===== src/rtl/ifdc_pkg.sv =====
// Shared types and constants for the info frame deframer and checker.
// No dependencies; imported by the interfaces' users, the parser and the top level.
package ifdc_pkg;

    localparam int unsigned BYTE_W  = 8;
    localparam int unsigned COUNT_W = 12;
    localparam int unsigned INDEX_W = 3;

    // Largest payload given out per frame.
    localparam logic [COUNT_W-1:0] MAX_PAYLOAD = COUNT_W'(2048);

    // Configuration register indexes.
    localparam logic [INDEX_W-1:0] CFG_FLAG    = 3'd0;
    localparam logic [INDEX_W-1:0] CFG_ESCAPE  = 3'd1;
    localparam logic [INDEX_W-1:0] CFG_MASK    = 3'd2;
    localparam logic [INDEX_W-1:0] CFG_ADDRESS = 3'd3;
    localparam logic [INDEX_W-1:0] CFG_CTRL0   = 3'd4;
    localparam logic [INDEX_W-1:0] CFG_CTRL1   = 3'd5;

    // Reset values of the configuration registers.
    localparam logic [BYTE_W-1:0] RST_FLAG    = 8'h7E;
    localparam logic [BYTE_W-1:0] RST_ESCAPE  = 8'h7D;
    localparam logic [BYTE_W-1:0] RST_MASK    = 8'h20;
    localparam logic [BYTE_W-1:0] RST_ADDRESS = 8'h03;
    localparam logic [BYTE_W-1:0] RST_CTRL0   = 8'h00;
    localparam logic [BYTE_W-1:0] RST_CTRL1   = 8'h40;

    typedef enum logic [2:0] {
        PH_HUNT,
        PH_FLAG,
        PH_ADDR,
        PH_CTRL,
        PH_BODY
    } phase_t;

    typedef enum logic {
        KIND_DATA = 1'b0,
        KIND_END  = 1'b1
    } kind_t;

    typedef enum logic [1:0] {
        ST_GOOD     = 2'd0,
        ST_MISMATCH = 2'd1,
        ST_TOO_LONG = 2'd2
    } status_t;

    typedef struct packed {
        logic [BYTE_W-1:0] flag_value;
        logic [BYTE_W-1:0] escape_value;
        logic [BYTE_W-1:0] stuff_mask;
        logic [BYTE_W-1:0] address_value;
        logic [BYTE_W-1:0] control_seq0;
        logic [BYTE_W-1:0] control_seq1;
    } cfg_t;

    typedef struct packed {
        logic               valid;
        kind_t              out_kind;
        logic [BYTE_W-1:0]  payload_byte;
        logic               seq_bit;
        status_t            frame_status;
        logic [COUNT_W-1:0] payload_count;
    } result_t;

endpackage


===== src/rtl/ifdc_parser.sv =====
// Frame parser: header hunt, destuffing, hold-back of the check byte, running XOR.
// Depends on ifdc_pkg; the result it builds is registered by the top level.
module ifdc_parser (
    input  logic                        clk,
    input  logic                        rst_n,
    input  logic                        take,
    input  logic [ifdc_pkg::BYTE_W-1:0] rx_byte,
    input  ifdc_pkg::cfg_t              cfg,
    output ifdc_pkg::result_t           res
);
    import ifdc_pkg::*;

    phase_t             phase_reg, phase_next;
    logic               esc_reg, esc_next;
    logic [BYTE_W-1:0]  held_reg, held_next;
    logic               held_valid_reg, held_valid_next;
    logic [BYTE_W-1:0]  check_reg, check_next;
    logic               seq_reg, seq_next;
    logic [COUNT_W-1:0] count_reg, count_next;
    logic               long_reg, long_next;

    always_ff @(posedge clk or negedge rst_n)
    begin
        if (!rst_n)
        begin
            phase_reg      <= PH_HUNT;
            esc_reg        <= 1'b0;
            held_reg       <= '0;
            held_valid_reg <= 1'b0;
            check_reg      <= '0;
            seq_reg        <= 1'b0;
            count_reg      <= '0;
            long_reg       <= 1'b0;
        end
        else if (take)
        begin
            phase_reg      <= phase_next;
            esc_reg        <= esc_next;
            held_reg       <= held_next;
            held_valid_reg <= held_valid_next;
            check_reg      <= check_next;
            seq_reg        <= seq_next;
            count_reg      <= count_next;
            long_reg       <= long_next;
        end
    end

    logic              push;
    logic [BYTE_W-1:0] push_byte;
    logic [BYTE_W-1:0] unstuffed;
    logic [BYTE_W-1:0] frame_ctrl;

    always_comb
    begin
        phase_next      = phase_reg;
        esc_next        = esc_reg;
        held_next       = held_reg;
        held_valid_next = held_valid_reg;
        check_next      = check_reg;
        seq_next        = seq_reg;
        count_next      = count_reg;
        long_next       = long_reg;
        push            = 1'b0;
        push_byte       = rx_byte;
        unstuffed       = rx_byte ^ cfg.stuff_mask;
        frame_ctrl      = seq_reg ? cfg.control_seq1 : cfg.control_seq0;
        res             = '0;

        unique case (phase_reg)
            PH_HUNT:
            begin
                if (rx_byte == cfg.flag_value)
                    phase_next = PH_FLAG;
            end
            PH_FLAG:
            begin
                if (rx_byte == cfg.address_value)
                    phase_next = PH_ADDR;
                else if (rx_byte != cfg.flag_value)
                    phase_next = PH_HUNT;
            end
            PH_ADDR:
            begin
                if (rx_byte == cfg.control_seq0 || rx_byte == cfg.control_seq1)
                begin
                    // equal control registers resolve to sequence 0
                    seq_next   = (rx_byte != cfg.control_seq0);
                    phase_next = PH_CTRL;
                end
                else if (rx_byte == cfg.flag_value)
                    phase_next = PH_FLAG;
                else
                    phase_next = PH_HUNT;
            end
            PH_CTRL:
            begin
                if (rx_byte == (cfg.address_value ^ frame_ctrl))
                begin
                    esc_next        = 1'b0;
                    held_next       = '0;
                    held_valid_next = 1'b0;
                    check_next      = '0;
                    count_next      = '0;
                    long_next       = 1'b0;
                    phase_next      = PH_BODY;
                end
                else if (rx_byte == cfg.flag_value)
                    phase_next = PH_FLAG;
                else
                    phase_next = PH_HUNT;
            end
            PH_BODY:
            begin
                if (rx_byte == cfg.flag_value)
                begin
                    // closing flag; an empty body reports nothing
                    if (held_valid_reg)
                    begin
                        res.valid         = 1'b1;
                        res.out_kind      = KIND_END;
                        res.seq_bit       = seq_reg;
                        res.payload_count = count_reg;
                        if (long_reg)
                            res.frame_status = ST_TOO_LONG;
                        else if (held_reg != check_reg)
                            res.frame_status = ST_MISMATCH;
                        else
                            res.frame_status = ST_GOOD;
                    end
                    esc_next        = 1'b0;
                    held_next       = '0;
                    held_valid_next = 1'b0;
                    check_next      = '0;
                    count_next      = '0;
                    long_next       = 1'b0;
                    phase_next      = PH_FLAG;
                end
                else if (esc_reg)
                begin
                    esc_next  = 1'b0;
                    push_byte = unstuffed;
                    push      = (unstuffed == cfg.flag_value)
                             || (unstuffed == cfg.escape_value);
                end
                else if (rx_byte == cfg.escape_value)
                    esc_next = 1'b1;
                else
                    push = 1'b1;
            end
            default:
            begin
                phase_next = PH_HUNT;
            end
        endcase

        // held byte goes out once its successor arrives
        if (push)
        begin
            if (held_valid_reg)
            begin
                if (count_reg < MAX_PAYLOAD)
                begin
                    res.valid        = 1'b1;
                    res.out_kind     = KIND_DATA;
                    res.payload_byte = held_reg;
                    check_next       = check_reg ^ held_reg;
                    count_next       = count_reg + COUNT_W'(1);
                end
                else
                    long_next = 1'b1;
            end
            held_next       = push_byte;
            held_valid_next = 1'b1;
        end
    end

endmodule


===== config.mk =====
export PLATFORM = sky130hd
export DESIGN_NAME = ifdc_parser
export DESIGN_NICKNAME = d
export VERILOG_FILES = /design/src/rtl/ifdc_pkg.sv /design/src/rtl/ifdc_parser.sv
export SDC_FILE = /design/constraint.sdc
export NUM_CORES = 1
export LEC_CHECK = 0
export ABC_AREA = 1
export BUFFER_PORTS_ARGS = -buffer_cell sky130_fd_sc_hd__buf_4
export CELL_PAD_IN_SITES_DETAIL_PLACEMENT = 2
export CELL_PAD_IN_SITES_GLOBAL_PLACEMENT = 2
export CORE_MARGIN = 2
export CORE_UTILIZATION = 28
export CTS_CLUSTER_DIAMETER = 120
export DETAILED_ROUTE_END_ITERATION = 8
export PLACE_DENSITY_LB_ADDON = 0.1
export SLEW_MARGIN = 20
export SYNTH_ARGS = -nofsm -noshare
export SYNTH_HDL_FRONTEND = slang
export SYNTH_SLANG_ARGS = --single-unit

===== constraint.sdc =====
create_clock -name clk -period 2.5 [get_ports clk]
set_input_delay 0.5 -clock clk [delete_from_list [all_inputs] [get_ports clk]]
set_output_delay 0.5 -clock clk [all_outputs]
set_load 0.02 [all_outputs]

# Yosys cells after proc, flatten, opt, wreduce, memory -nomap -nowiden
# Cells that the tools add are included.
[totals] ff_bits=35 inputBits=59 out_inout_bits=25 word_cells=99
[op_classes] add_sub_neg=1 magnitude_cmp=1 n_eq_ne=20 n_mux=56 bitwise=3 n_reduce_logical=10
[op_table] operator="$mux W8" n=12
[op_table] operator="$eq A8 B8 Y1" n=8
[op_table] operator="$mux W12" n=5
[op_table] operator="$mux W15" n=3
[op_table] operator="$pmux W8 S2" n=2
[op_table] operator="$mux W10" n=3
[op_table] operator="$ne A8 B8 Y1" n=3
[op_table] operator="$pmux W12 S2" n=1
[op_table] operator="$xor A8 B8 Y8" n=3
[op_table] operator="$mux W1" n=17
[op_table] operator="$add A12 B1 Y12 const B" n=1
[op_table] operator="$lt A12 B12 Y1 const B" n=1
[op_table] operator="$mux W3" n=4
[op_table] operator="$pmux W3 S4" n=1
[op_table] operator="$mux W2" n=5
[op_table] operator="$ne A3 B3 Y1 const B" n=3
[op_table] operator="$reduce_and A3 Y1" n=3
[op_table] operator="$eq A3 B2 Y1 const B" n=2
[op_table] operator="$pmux W1 S2" n=3
[op_table] operator="$reduce_and A4 Y1" n=1
[op_table] operator="$eq A3 B1 Y1 const B" n=1
[op_table] operator="$eq A3 B3 Y1 const B" n=1
[op_table] operator="$logic_not A3 Y1" n=1
[op_table] operator="$reduce_bool A3 Y1" n=1
[op_table] operator="5 further kinds" n=6

# Logic depth before layout (Yosys ltp)
[logic_depth] ltp_word=8 ltp_mapped=17 mapped_depth_nobuf=15

# Worst setup path before layout
# No wires, ideal clock.
[synth_path] path_kind="input-to-output" from="input port rx_byte[6] (netlist name)" to="output port res[12] (netlist name)" arrival_ns=1.916 t_required_ns=2.000 slack_ns=0.084 stages=10 n_path_buf=1 path_cell_list="buf_4 > inv_2 > nand2_1 > nand2_1 > nand3_1 > nor2_1 > nand2_4 > inv_1 > nand3_2 > a211oi_1"
[synth_lines] item="start: declaration" line="ifdc_parser.sv:7" text="input logic [ifdc_pkg::BYTE_W-1:0] rx_byte,"
[synth_lines] item="end: declaration" line="ifdc_parser.sv:9" text="output ifdc_pkg::result_t res"

==> reports/summary.txt <==
Relative slew slack - 65.1%
Placed cell count - 972
Number of synthesized flops with an enable pin - 0
Slew Limit Fails - 0
DRC violations left - 0
Yosys warnings - 0
Crit path launch type - flop
Num CTS Buffers - 5
Synthesis-to-layout area growth - 28.6%
Post-route ant nets - 0
Worst path slowest cell - dfrtp_1
Final non-filler cell total - 985
Synth cell types - 32
Initial antenna violation count - 0
R2r setup slk - 0.33 ns
Crit-path max cell delay - 0.40 ns
Setup violators final - 0
Min-Delay Path Class - input pin to async pin
Routed vias - 4766
Power Total - 2.37 mW
Synth Flop Type - dfrtp_1
Core area - 0.0138 mm2
CP endpoint - res[18]
DP HPWL - 12900 um
Routed length per instance - 16.2 um
Die height - 123 um
N_diodes - 0
Period utilization - 95.5%
Critical path startpoint - phase_reg[1]
Crit path kind - flop to output pin
WL final - 16000 um
Pwr/cell area - 468 mW/mm2
Initial drt markers - 201
GR Overflow Total - 0
Crit path cell chain - nor2_2 -> inv_1 -> nor2_4 -> nand2_2 -> nor2_4 -> nand3_4 -> nor2_4 -> buf_6
RSZ-0062 raised after global routing - true
Syn Inst Count - 711
WP data arrival - 1.89 ns
Max frequency - 419 MHz
CTS tree - done
Placer Congestion - 0.803
Clock slew at reported path FFs - 0.06 ns
Final Util - 36.7%
Yosys reg bits - 35
Final Hold Fails - 0
H-tree Lvls - 2
Final critical-path required period - 2.39 ns
Sequential area share after synthesis - 22.2%
Initial core utilization - 28.5%
Hold Buf Count CTS - 0
CP endpoint kind - output pin
Most common cell after layout, fill and taps aside - nand2_1
Die X - 123 um
Max rail drop VDD - 0.000224 V
Most frequent cells in the layout - 315 x nand2_1, 109 x buf_4, 93 x inv_1
Hold_ws - 0.175 ns
Share of cells above drive strength 1 - 20.9%
Average size of a mapped cell - 5.54 um2
# IOs - 84
All-Layer GR Usage - 21.6%
Full die area - 0.0150 mm2
CP Max Fanout - 6
Max Cap Viol - 0
Final nets - 865
Row cnt - 43
Outcome - finished, final reports clean
Cell Area, Placed - 0.00479 mm2
Clock latency on the worst-skew pair - 0.28 ns
Maximum clock insertion buffer count - 2
Critical R2R Capture - check_reg[2]
Worst-Margin Slew - 0.520 ns
Vias per std cell - 4.84
Largest net degree at the start of global routing - 36
CTS root buf - clkbuf_16
Clk_skew - 0.00666 ns
IO buf count - 83
Clock sink count - 35
First-pass iteration count of the detailed router - 4
Fraction of registers with async set/reset - 100%
Vias in the first global route - 5116
Lkg Pwr - 2.87 nW
Max FFs per register - 12
Worst Reg-to-Reg Cells - 10
Syn nets - 771
Most used cell, CP - nor2_4
Global-route wire length before repair - 25500 um
Synth Cell Area - 0.00394 mm2
Design area - 0.00507 mm2
Reg2reg start - phase_reg[1]
WP data required - 2.00 ns
==> Yosys cell counts, types with 2 or more instances <==
| master | number | area, um2 |
|---|---|---|
| a21oi_1 | 4 | 20.0 |
| buf_2 | 2 | 10.0 |
| buf_4 | 9 | 67.6 |
| buf_6 | 5 | 56.3 |
| clkbuf_1 | 8 | 30.0 |
| dfrtp_1 | 35 | 876 |
| inv_1 | 96 | 360 |
| inv_2 | 8 | 30.0 |
| nand2_1 | 322 | 1210 |
| nand2_2 | 3 | 18.8 |
| nand2_4 | 3 | 33.8 |
| nand3_1 | 73 | 365 |
| nand3_4 | 2 | 35.0 |
| nand4_1 | 23 | 144 |
| nor2_1 | 49 | 184 |
| nor2_2 | 3 | 18.8 |
| nor2_4 | 2 | 22.5 |
| nor3_1 | 8 | 40.0 |
| o21ai_0 | 13 | 65.1 |
| o21ai_1 | 3 | 15.0 |
| or2_2 | 2 | 12.5 |
| xnor2_1 | 7 | 61.3 |
| xor2_1 | 22 | 193 |
==> kinds of logic after synthesis <==
| group | synth area share, % |
|---|---|
| AO/OA/AOI/OAI | 3.33 |
| XOR/XNOR | 6.45 |
| adder cells (fa/ha/maj) | 0.318 |
| buffers and inverters | 14.2 |
| flip-flops | 22.2 |
| AND/OR/NAND/NOR | 53.4 |
==> worst max-delay path, delay by kind of cell, from the launching register on <==
kind / cells / cell delay (ns)
AND/OR/NAND/NOR: 6 / 0.96
flip-flops: 1 / 0.40
buffers and inverters: 2 / 0.22
==> area by class of cell <==
| type | count | area, um2 |
|---|---|---|
| Fill cell | 1775 | 8760 |
| Clock inverter | 1 | 5.00 |
| Multi-Input combinational cell | 548 | 2590 |
| Clock buffer | 6 | 139 |
| Inverter | 105 | 407 |
| Sequential cell | 35 | 877 |
| Tap cell | 180 | 225 |
| Timing Repair Buffer | 110 | 830 |
==> per-stage QoR <==
step / setup WS [ns] / TNS (ns)
after detailed placement: -0.0375 / -0.0375
final: 0.112 / 0
after global routing: -0.0296 / -0.0860
after floorplan: 0.0841 / 0
after global placement: 0.00816 / 0
after CTS: 0.0265 / 0
==> where the power goes <==
group	internal (mW)	switching, mW	total [mW]	leakage, nW
combinational	0.330	0.581	0.911	2.33
sequential	0.683	0.146	0.829	0.475
clock	0.389	0.242	0.631	0.0727
total	1.40	0.969	2.37	2.87
==> layer usage <==
metal | vias to the layer above | GRT usage [%] | part of all wire (%)
li1 | 2366 | - | -
met1 | 2310 | 25.7 | 43
met2 | 74 | 41.3 | 53
met3 | 16 | 2.37 | 2.9
met4 | 0 | 4.31 | 1.2
met5 | - | 0 | 0
==> how the worst min path moves through the flow <==
stage          startpoint            to  slack, ns  depth (start not counted)
3_3_place_gp        rst_n  check_reg[6]       0.50                          1
5_1_grt             rst_n  check_reg[6]       0.21                          1
3_5_place_dp        rst_n  check_reg[6]       0.50                          1
4_1_cts             rst_n  check_reg[6]       0.19                          1
6_report            rst_n  check_reg[6]       0.18                          1
2_1_floorplan       rst_n  check_reg[0]       0.20                          0
==> timing repair <==
| action | in CTS | in global routing |
|---|---|---|
| resized for setup | 1 | 31 |
| gates cloned | 0 | 1 |
| setup buffers | 0 | 5 |
| setup endpoints to repair | 1 | 24 |
| pin swaps | 0 | 9 |
(Power assumes the default switching activity.)
